## src/hdl/trc_pkg.sv

```systemverilog
// Shared types and constants for the tiny 8-bit RISC core.
package trc_pkg;

    localparam int XLEN      = 8;
    localparam int REG_COUNT = 16;
    localparam int REG_AW    = $clog2(REG_COUNT);

    // What an incoming request carries
    typedef enum logic [1:0] {
        KIND_EXEC    = 2'd0,
        KIND_PRE_REG = 2'd1,
        KIND_PRE_MEM = 2'd2,
        KIND_NONE    = 2'd3
    } t_kind;

    // Instruction opcodes; codes 12 to 14 are no-ops
    typedef enum logic [3:0] {
        OP_ADD   = 4'd0,
        OP_SUB   = 4'd1,
        OP_MUL   = 4'd2,
        OP_INC   = 4'd3,
        OP_AND   = 4'd4,
        OP_OR    = 4'd5,
        OP_NOT   = 4'd6,
        OP_XOR   = 4'd7,
        OP_LOAD  = 4'd8,
        OP_STORE = 4'd9,
        OP_JMP   = 4'd10,
        OP_BEQZ  = 4'd11,
        OP_HALT  = 4'd15
    } t_opcode;

    // Back-end sequencer states
    typedef enum logic [1:0] {
        ST_IDLE = 2'd0,
        ST_EXEC = 2'd1,
        ST_MEM  = 2'd2
    } t_state;

    // Decoded request held in the queue
    typedef struct packed {
        t_kind             kind;
        t_opcode           op;
        logic [REG_AW-1:0] rd;
        logic [REG_AW-1:0] rs;
        logic [REG_AW-1:0] rt;
        logic [REG_AW-1:0] rb;     // second register read port address
        logic [7:0]        pidx;
        logic [XLEN-1:0]   pval;
    } t_item;

    // One result
    typedef struct packed {
        logic [7:0]        next_pc;
        logic              reg_written;
        logic [REG_AW-1:0] written_reg;
        logic [XLEN-1:0]   written_value;
        logic              mem_written;
        logic              branch_taken;
        logic              halted;
    } t_result;

endpackage

```

## src/hdl/tiny_8bit_risc_core_top.sv

```systemverilog
// Tiny 8-bit RISC core: stream in instructions and preloads, stream out one result per request.
// Each request (an instruction, a register preload or a memory-byte preload) returns exactly one
// result, in order. The front end decodes requests into a two-entry queue, so it takes requests
// until full while the back end works or the output waits. The back end reads the register file
// into registers as it pops a request and retires it once the output is free: one request per
// cycle while the output accepts. A LOAD also passes through the MEM state for the memory read.
// After HALT, instructions only report the halted state; preloads still act.
module tiny_8bit_risc_core_top
    import trc_pkg::*;
#(
    parameter int MEM_BYTES = 256
)
(
    input  logic        i_clk,
    input  logic        i_rst_n,
    input  logic        i_s_axis_tvalid,
    output logic        o_s_axis_tready,
    // instruction[15:0], preload_index[23:16], preload_value[31:24]
    input  logic [31:0] i_s_axis_tdata,
    // kind[1:0]
    input  logic [1:0]  i_s_axis_tuser,
    output logic        o_m_axis_tvalid,
    input  logic        i_m_axis_tready,
    // next_pc[7:0], reg_written[8], written_reg[12:9], written_value[20:13],
    // mem_written[21], branch_taken[22], halted[23]
    output logic [23:0] o_m_axis_tdata
);

    logic    q_valid;
    t_item   q_head;
    logic    q_pop;
    t_result result;

    trc_front u_front (
        .i_clk           (i_clk),
        .i_rst_n         (i_rst_n),
        .i_valid         (i_s_axis_tvalid),
        .o_ready         (o_s_axis_tready),
        .i_kind          (i_s_axis_tuser),
        .i_instruction   (i_s_axis_tdata[15:0]),
        .i_preload_index (i_s_axis_tdata[23:16]),
        .i_preload_value (i_s_axis_tdata[31:24]),
        .o_q_valid       (q_valid),
        .o_q_head        (q_head),
        .i_q_pop         (q_pop)
    );

    trc_back #(
        .MEM_BYTES (MEM_BYTES)
    ) u_back (
        .i_clk     (i_clk),
        .i_rst_n   (i_rst_n),
        .i_q_valid (q_valid),
        .i_q_head  (q_head),
        .o_q_pop   (q_pop),
        .o_valid   (o_m_axis_tvalid),
        .i_ready   (i_m_axis_tready),
        .o_result  (result)
    );

    // Pack the result, first field in the low bits
    assign o_m_axis_tdata = {result.halted, result.branch_taken, result.mem_written,
                             result.written_value, result.written_reg, result.reg_written,
                             result.next_pc};

endmodule

```

## src/hdl/trc_front.sv

```systemverilog
// Front end: accepts requests, decodes them and holds them in a two-entry queue.
module trc_front
    import trc_pkg::*;
(
    input  logic        i_clk,
    input  logic        i_rst_n,
    input  logic        i_valid,
    output logic        o_ready,
    input  logic [1:0]  i_kind,
    input  logic [15:0] i_instruction,
    input  logic [7:0]  i_preload_index,
    input  logic [7:0]  i_preload_value,
    output logic        o_q_valid,
    output t_item       o_q_head,
    input  logic        i_q_pop
);

    t_item       r_q [2];
    logic        r_wp, r_rp;
    logic [1:0]  r_cnt;
    logic [1:0]  n_cnt;
    logic        accept;
    t_item       dec;

    // Decode the instruction fields
    always_comb begin
        dec.kind = t_kind'(i_kind);
        dec.op   = t_opcode'(i_instruction[15:12]);
        dec.rd   = i_instruction[11:8];
        dec.rs   = i_instruction[7:4];
        dec.rt   = i_instruction[3:0];
        dec.pidx = i_preload_index;
        dec.pval = i_preload_value;
        // INC, STORE and BEQZ read the destination register on port B
        if (dec.op == OP_INC || dec.op == OP_STORE || dec.op == OP_BEQZ) begin
            dec.rb = dec.rd;
        end else begin
            dec.rb = dec.rt;
        end
    end

    assign o_ready   = (r_cnt != 2'd2);
    assign accept    = i_valid && o_ready;
    assign o_q_valid = (r_cnt != 2'd0);
    assign o_q_head  = r_q[r_rp];

    always_comb begin
        n_cnt = r_cnt;
        if (accept && !i_q_pop) begin
            n_cnt = r_cnt + 2'd1;
        end else if (!accept && i_q_pop) begin
            n_cnt = r_cnt - 2'd1;
        end
    end

    // Queue pointers and count
    always_ff @(posedge i_clk) begin
        if (!i_rst_n) begin
            r_wp  <= 1'b0;
            r_rp  <= 1'b0;
            r_cnt <= 2'd0;
        end else begin
            r_cnt <= n_cnt;
            if (accept) begin
                r_wp <= ~r_wp;
            end
            if (i_q_pop) begin
                r_rp <= ~r_rp;
            end
        end
    end

    // Queue storage
    always_ff @(posedge i_clk) begin
        if (accept) begin
            r_q[r_wp] <= dec;
        end
    end

endmodule

```

## src/hdl/trc_back.sv

```systemverilog
// Back end: register file, data memory, execute sequencer and result register.
module trc_back
    import trc_pkg::*;
#(
    parameter int MEM_BYTES = 256
)
(
    input  logic    i_clk,
    input  logic    i_rst_n,
    input  logic    i_q_valid,
    input  t_item   i_q_head,
    output logic    o_q_pop,
    output logic    o_valid,
    input  logic    i_ready,
    output t_result o_result
);

    localparam int AW = $clog2(MEM_BYTES);

    // Reduce an 8-bit address modulo the memory size by conditional subtraction
    function automatic logic [AW-1:0] f_mem_index(input logic [7:0] addr);
        logic [11:0] v;
        v = {4'd0, addr};
        for (int k = 3; k >= 0; k--) begin
            if (v >= 12'(MEM_BYTES << k)) begin
                v = v - 12'(MEM_BYTES << k);
            end
        end
        return v[AW-1:0];
    endfunction

    t_state            r_state, n_state;
    t_item             r_cur;
    logic [7:0]        r_pc;
    logic              r_halt;
    logic              r_ov;
    t_result           r_res;

    logic [XLEN-1:0]   r_rf [REG_COUNT];
    logic [REG_COUNT-1:0] r_rf_vld;
    logic [XLEN-1:0]   r_rda, r_rdb;
    logic [XLEN-1:0]   r_dmem [MEM_BYTES];
    logic [XLEN-1:0]   r_memq;

    logic              out_free;
    logic              done;
    logic              go_mem;
    logic              halt_set;
    logic              exec_live;
    logic [7:0]        pc2;
    logic [XLEN-1:0]   alu;
    logic [15:0]       prod;
    logic [AW-1:0]     acc_addr;
    logic [REG_AW-1:0] ra_addr, rb_addr;
    logic              rf_we;
    logic [REG_AW-1:0] rf_wa;
    logic [XLEN-1:0]   rf_wd;
    logic              dm_we;
    logic [AW-1:0]     dm_wa;
    logic [XLEN-1:0]   dm_wd;
    t_result           res;

    assign out_free = !r_ov || i_ready;
    assign pc2      = r_pc + 8'd2;
    assign prod     = r_rda * r_rdb;
    assign acc_addr = f_mem_index(r_rda + {4'd0, r_cur.rt});
    assign exec_live = (r_cur.kind == KIND_EXEC) && !r_halt;

    // ALU
    always_comb begin
        unique case (r_cur.op)
            OP_ADD:  alu = r_rda + r_rdb;
            OP_SUB:  alu = r_rda - r_rdb;
            OP_MUL:  alu = prod[XLEN-1:0];
            OP_INC:  alu = r_rdb + 8'd1;
            OP_AND:  alu = r_rda & r_rdb;
            OP_OR:   alu = r_rda | r_rdb;
            OP_NOT:  alu = ~r_rda;
            OP_XOR:  alu = r_rda ^ r_rdb;
            OP_LOAD: alu = r_memq;
            default: alu = '0;
        endcase
    end

    // Result, write enables and retire condition
    always_comb begin
        res          = '0;
        res.next_pc  = r_pc;
        go_mem       = 1'b0;
        halt_set     = 1'b0;
        rf_we        = 1'b0;
        rf_wa        = r_cur.rd;
        rf_wd        = alu;
        dm_we        = 1'b0;
        dm_wa        = acc_addr;
        dm_wd        = r_rdb;

        priority if (exec_live) begin
            res.next_pc = pc2;
            unique case (r_cur.op)
                OP_ADD, OP_SUB, OP_MUL, OP_INC, OP_AND, OP_OR, OP_NOT, OP_XOR: begin
                    rf_we = 1'b1;
                end
                OP_LOAD: begin
                    rf_we  = 1'b1;
                    go_mem = (r_state == ST_EXEC);
                end
                OP_STORE: begin
                    dm_we = 1'b1;
                end
                OP_JMP: begin
                    res.next_pc      = pc2 + {r_cur.rd[2:0], r_cur.rs, 1'b0};
                    res.branch_taken = 1'b1;
                end
                OP_BEQZ: begin
                    if (r_rdb == '0) begin
                        res.next_pc      = pc2 + {r_cur.rs[2:0], r_cur.rt, 1'b0};
                        res.branch_taken = 1'b1;
                    end
                end
                OP_HALT: begin
                    halt_set = 1'b1;
                end
                default: begin
                end
            endcase
        end else if (r_cur.kind == KIND_PRE_REG) begin
            rf_we = 1'b1;
            rf_wa = r_cur.pidx[REG_AW-1:0];
            rf_wd = r_cur.pval;
        end else if (r_cur.kind == KIND_PRE_MEM) begin
            dm_we = 1'b1;
            dm_wa = f_mem_index(r_cur.pidx);
            dm_wd = r_cur.pval;
        end else begin
        end

        res.reg_written   = rf_we && exec_live;
        res.written_reg   = res.reg_written ? r_cur.rd : '0;
        res.written_value = res.reg_written ? alu : '0;
        res.mem_written   = dm_we && exec_live;
        res.halted        = r_halt || halt_set;

        done  = ((r_state == ST_EXEC && !go_mem) || r_state == ST_MEM) && out_free;
        rf_we = rf_we && done;
        dm_we = dm_we && done;
    end

    // Sequencer next state and queue pop
    always_comb begin
        o_q_pop = i_q_valid && (r_state == ST_IDLE || done);
        n_state = r_state;
        if (o_q_pop) begin
            n_state = ST_EXEC;
        end else if (go_mem) begin
            n_state = ST_MEM;
        end else if (done) begin
            n_state = ST_IDLE;
        end
    end

    assign ra_addr = o_q_pop ? i_q_head.rs : r_cur.rs;
    assign rb_addr = o_q_pop ? i_q_head.rb : r_cur.rb;

    // Control state
    always_ff @(posedge i_clk) begin
        if (!i_rst_n) begin
            r_state  <= ST_IDLE;
            r_pc     <= 8'd0;
            r_halt   <= 1'b0;
            r_ov     <= 1'b0;
            r_rf_vld <= '0;
        end else begin
            r_state <= n_state;
            if (done) begin
                r_pc   <= res.next_pc;
                r_halt <= res.halted;
                r_ov   <= 1'b1;
            end else if (i_ready) begin
                r_ov   <= 1'b0;
            end
            if (rf_we) begin
                r_rf_vld[rf_wa] <= 1'b1;
            end
        end
    end

    // Current request and result payload
    always_ff @(posedge i_clk) begin
        if (o_q_pop) begin
            r_cur <= i_q_head;
        end
        if (done) begin
            r_res <= res;
        end
    end

    // Register file: one write port, two registered read ports with write bypass
    always_ff @(posedge i_clk) begin
        if (rf_we) begin
            r_rf[rf_wa] <= rf_wd;
        end
        if (rf_we && rf_wa == ra_addr) begin
            r_rda <= rf_wd;
        end else begin
            r_rda <= r_rf_vld[ra_addr] ? r_rf[ra_addr] : '0;
        end
        if (rf_we && rf_wa == rb_addr) begin
            r_rdb <= rf_wd;
        end else begin
            r_rdb <= r_rf_vld[rb_addr] ? r_rf[rb_addr] : '0;
        end
    end

    // Data memory: one write port, one registered read port
    always_ff @(posedge i_clk) begin
        if (dm_we) begin
            r_dmem[dm_wa] <= dm_wd;
        end
        r_memq <= r_dmem[acc_addr];
    end

    assign o_valid  = r_ov;
    assign o_result = r_res;

endmodule

```

## config.mk

```make
export PLATFORM = sky130hd
export DESIGN_NAME = tiny_8bit_risc_core_top
export DESIGN_NICKNAME = d
export VERILOG_FILES = /design/src/hdl/trc_pkg.sv /design/src/hdl/tiny_8bit_risc_core_top.sv /design/src/hdl/trc_front.sv /design/src/hdl/trc_back.sv
export SDC_FILE = /design/constraint.sdc
export NUM_CORES = 2
export LEC_CHECK = 0
export BUFFER_PORTS_ARGS = -buffer_cell sky130_fd_sc_hd__buf_2
export CAP_MARGIN = 40
export CORE_ASPECT_RATIO = 1.5
export CORE_MARGIN = 1.5
export CORE_UTILIZATION = 35
export CTS_CLUSTER_SIZE = 24
export DETAILED_ROUTE_END_ITERATION = 16
export HOLD_SLACK_MARGIN = 0.15
export RECOVER_POWER = 100
export SYNTH_ARGS = -nofsm -noshare
export SYNTH_HDL_FRONTEND = slang
export SYNTH_SLANG_ARGS = --single-unit
```

## constraint.sdc

```tcl
create_clock -name i_clk -period 15.5 [get_ports i_clk]
set_clock_uncertainty 0.2 [all_clocks]
set_input_delay 1.55 -clock i_clk [delete_from_list [all_inputs] [get_ports i_clk]]
set_output_delay 1.55 -clock i_clk [all_outputs]
set_load 0.05 [all_outputs]
```

==> flow_metrics.py <==
metrics = {
    "die": {
        "initial_core_util": 0.352,
        "dieHeight_um": 644,
        "dieArea_um2": 278000,
        "core-area_um2": 273000,
        "top_level_port_count": 64,
        "std_cell_rows": 235,
        "die-width_um": 431,
    },
    "sta": {
        "period_share": 0.690,
        "finalSetupViolations": 0,
        "max_slew_margin": -1.59,
        "post-route-min-period_ns": 10.69,
        "rsz0062_at_grt": "false",
        "timing.final.hold_violations": 0,
        "final-max-slew-violation-count": 2035,
        "fmax_ghz": 0.0936,
        "tns_ns": 0,
        "worst_slew_pin_slew_ns": 3.89,
    },
    "hold_path": {
        "min_path_cells": 1,
        "hold_start": "u_back.r_rf_vld[11]",
        "worst_hold_path.endpoint": "u_back.r_rf_vld[11]",
        "tightest_hold_check_type": "reg -> reg",
    },
    "clocking": {
        "worst_skew_pair.late_latency_ns": 0.86,
        "clock-root-buffer": "clkbuf_16",
        "cts.repair.resized": 0,
        "holdBufCountCts": 0,
        "post-cts-setup-buffers": 0,
        "tritoncts": "done",
        "clock_sink_count": 2369,
        "tritoncts.num_buffers": 212,
        "htreeDepth": 4,
        "clock_path_buffers": 4,
        "clkTransAtPathRegs_ns": 0.07,
    },
    "synth": {
        "ys_top_cells_by_area": "edfxtp_1 (72%), mux4_2 (15%), nor2_1 (1.5%), dfxtp_1 (1.2%), nand2_1 (1.1%)",
        "ys_top_cells_by_count": "edfxtp_1 (2,313), mux4_2 (642), nor2_1 (378)",
        "dominantRegCellSynth": "edfxtp_1",
        "post_synth_num_cell_types": 80,
        "synth.most_common_cell": "edfxtp_1",
        "yosys_warnings": 0,
        "post_synth_inst_count": 4849,
        "yosys.area.top_type_share": 0.723,
        "synth_largest_area_cell": "edfxtp_1",
        "netlist_area_um2": 96000,
        "synth-seq-cells": 2369,
        "postSynth.asyncResetShare": 0,
        "yosysSeqAreaShare": 0.735,
        "synth_edf_count": 2313,
        "mappedNetlistNets": 4968,
        "post_synth.cell_area_avg_um2": 19.8,
    },
    "outcome": {
        "run_status": "finished with violations",
        "failed_checks": "capacitance limit, slew limit",
    },
    "final_layout": {
        "layout-drive-gt1-share": 0.206,
        "num-fill-cells": 24200,
        "fin_cells": 8853,
        "layout.nets": 5248,
        "stdcell_area_um2": 108000,
        "flow.area_growth_from_synthesis_pct": 12.4,
    },
    "worst_setup_path": {
        "r2r_cells": 12,
        "worst_setup_path_end_kind": "flip-flop",
        "worstPathArrival_ns": 11.22,
        "setup.worst_path.class": "reg -> reg",
        "worstPathRequired_ns": 16.04,
        "cp-start-kind": "flip-flop",
        "regToRegEndpoint": "u_back.r_rda[1]",
        "regToRegStartpoint": "u_back.r_cur[32]",
        "max_fanout_on_critical_path": 47,
        "register_to_register_path_setup_slack_ns": 4.81,
    },
    "routing": {
        "routed_wirelength_um": 247000,
        "route.antenna.remaining_nets": 0,
        "num_vias": 48000,
        "post_drt_wl_per_cell_um": 27.9,
        "drt_first_iter_violations": 4548,
        "drt_drc_violations_left": 0,
        "route.detailed.vias_per_inst": 5.42,
        "drt_pass1_iterations": 6,
    },
    "grt": {
        "grt_antenna_before_repair": 4,
        "wire_length_of_the_first_global_routing_pass_um": 355000,
        "grt_util_all_layers": 0.175,
        "pin_count_of_the_biggest_net_entering_global_routing": 204,
        "grt_pass1_vias": 49800,
        "gr-total-overflow": 0,
    },
    "place": {
        "port_buffers": 62,
        "dp_cells": 8466,
        "dpl-instance-area_um2": 102000,
        "globalplace.congestion": 0.851,
        "dp.final_hpwl_um": 159000,
    },
    "power_and_ir_drop": {
        "totalPowerFinal_uw": 21600,
        "power.switching_fraction": 0.340,
        "power.leakage_uw": 0.0336,
        "power_density_nw_per_um2": 200,
        "seq_power_share": 0.388,
        "ir_worst_vdd_mv": 0.166,
        "clockPowerShare": 0.240,
        "power.share.combinational": 0.373,
        "cell_internal_pwr_uw": 14200,
        "net-switching-power_uw": 7340,
    },
    "run": {
        "drv.max_cap_violation_count": 49,
    },
}
worst max path at each step:
stage                          start  depth (start not counted)                   to
CTS                  u_back.r_rda[0]                         12     u_back.r_memq[5]
floorplan           u_back.r_cur[37]                          5  u_back.r_dmem[0][0]
global route        u_back.r_cur[32]                         13      u_back.r_rda[0]
finish              u_back.r_cur[32]                         12      u_back.r_rda[1]
global placement     u_back.r_rda[0]                         11     u_back.r_memq[4]
detailed placement   u_back.r_rda[0]                         12     u_back.r_memq[5]
flip-flops by register name (all words and copies together) (netlist names), named ones only:
| signal | cells |
|---|---|
| u_back.r_pc | 7 |
| u_back.r_rdb | 8 |
| u_back.r_rda | 8 |
| u_back.r_cur | 38 |
| u_back.r_dmem | 2048 |
| u_front.r_wp | 1 |
| u_back.o_valid | 1 |
| u_back.r_memq | 8 |
| u_front.r_rp | 1 |
| u_front.r_cnt | 2 |
| u_back.o_result | 23 |
| u_back.r_halt | 1 |
| u_front.r_q | 76 |
| u_back.r_state | 2 |
| u_back.r_rf_vld | 16 |
| u_back.r_rf | 128 |
layer usage:
layer / global-route usage / wire (µm) / vias up
met5: 0 / 33 / -
met4: 0.0667 / 11200 / 4
met3: 0.0233 / 13700 / 469
met2: 0.323 / 133000 / 1655
met1: 0.206 / 89700 / 25500
li1: - / - / 20300
critical path, stage by stage, from the launching register on:
cell        delay [ns]
edfxtp_1          0.36
clkbuf_1          0.65
nor4b_1           1.82
nand3_1           0.55
nand2_1           0.45
clkinvlp_2        2.07
mux2i_4           0.72
buf_4             0.43
clkbuf_1          1.56
a2111oi_0         0.43
or4_4             0.69
o311a_1           0.17
mux2_2            0.32
cell families (layout without fill, tap and decap cells):
| family | count (synthesis) | count (layout) | share of synthesized area |
|---|---|---|---|
| DFF | 2369 | 2369 | 0.735 |
| and+or+nand+nor | 852 | 852 | 0.0379 |
| muxes | 825 | 825 | 0.171 |
| buffers and inverters | 330 | 775 | 0.0138 |
| AOI/OAI and AO/OA | 327 | 327 | 0.0244 |
| adders and majority gates | 81 | 81 | 0.0119 |
| xor gates and xnor gates | 64 | 64 | 0.00584 |
| other | 1 | 5 | 0.0000391 |
power by group through the flow:
stage	logic, µW	registers (µW)	clock network [µW]
2_1_floorplan	5300	8950	0
3_3_place_gp	7960	8390	0
3_5_place_dp	8220	8380	0
4_1_cts	8240	8250	5270
5_1_grt	8510	8370	5480
6_report	8030	8360	5170
cells in the final DEF (no fill, tap or decap), types with 25 or more instances in the layout:
master | synthesis | final
o21ai_0 | 49 | 44
nand2_1 | 289 | 284
edfxtp_1 | 2313 | 2313
clkbuf_1 | 159 | 291
dfxtp_1 | 56 | 56
o211ai_1 | 39 | 39
inv_1 | 75 | 76
a211oi_1 | 27 | 27
clkbuf_16 | 0 | 213
mux4_2 | 642 | 642
buf_4 | 6 | 43
nand3_1 | 47 | 48
a21oi_1 | 40 | 40
clkinv_1 | 0 | 52
clkinv_2 | 0 | 34
mux2_2 | 81 | 58
xnor2_1 | 44 | 40
nor2_1 | 378 | 377
mux2i_1 | 98 | 98
ha_1 | 64 | 64
nor3_1 | 28 | 25
through the flow:
stage	setup WS (ns)	util	hold WS, ns
after detailed placement	8.87	0.375	0.255
after CTS	8.87	0.399	0.271
final	4.81	0.396	0.268
after global placement	8.56	0.370	0.250
after global routing	4.32	0.396	0.297
after floorplan	2.09	-	0.241
area by class of cell:
class                      count  area [µm²]  area share
clock buffer                 256        5520      0.0512
antenna                        4        10.0   0.0000927
inverter                      77         290     0.00269
clock inverter               123        1130      0.0105
multi-input combinational   2150       24200       0.225
timing repair buffer         319        1700      0.0158
tap                         3555        4450      0.0412
sequential                  2369       70600       0.654
No activity file was read; power rests on OpenSTA's default activity.
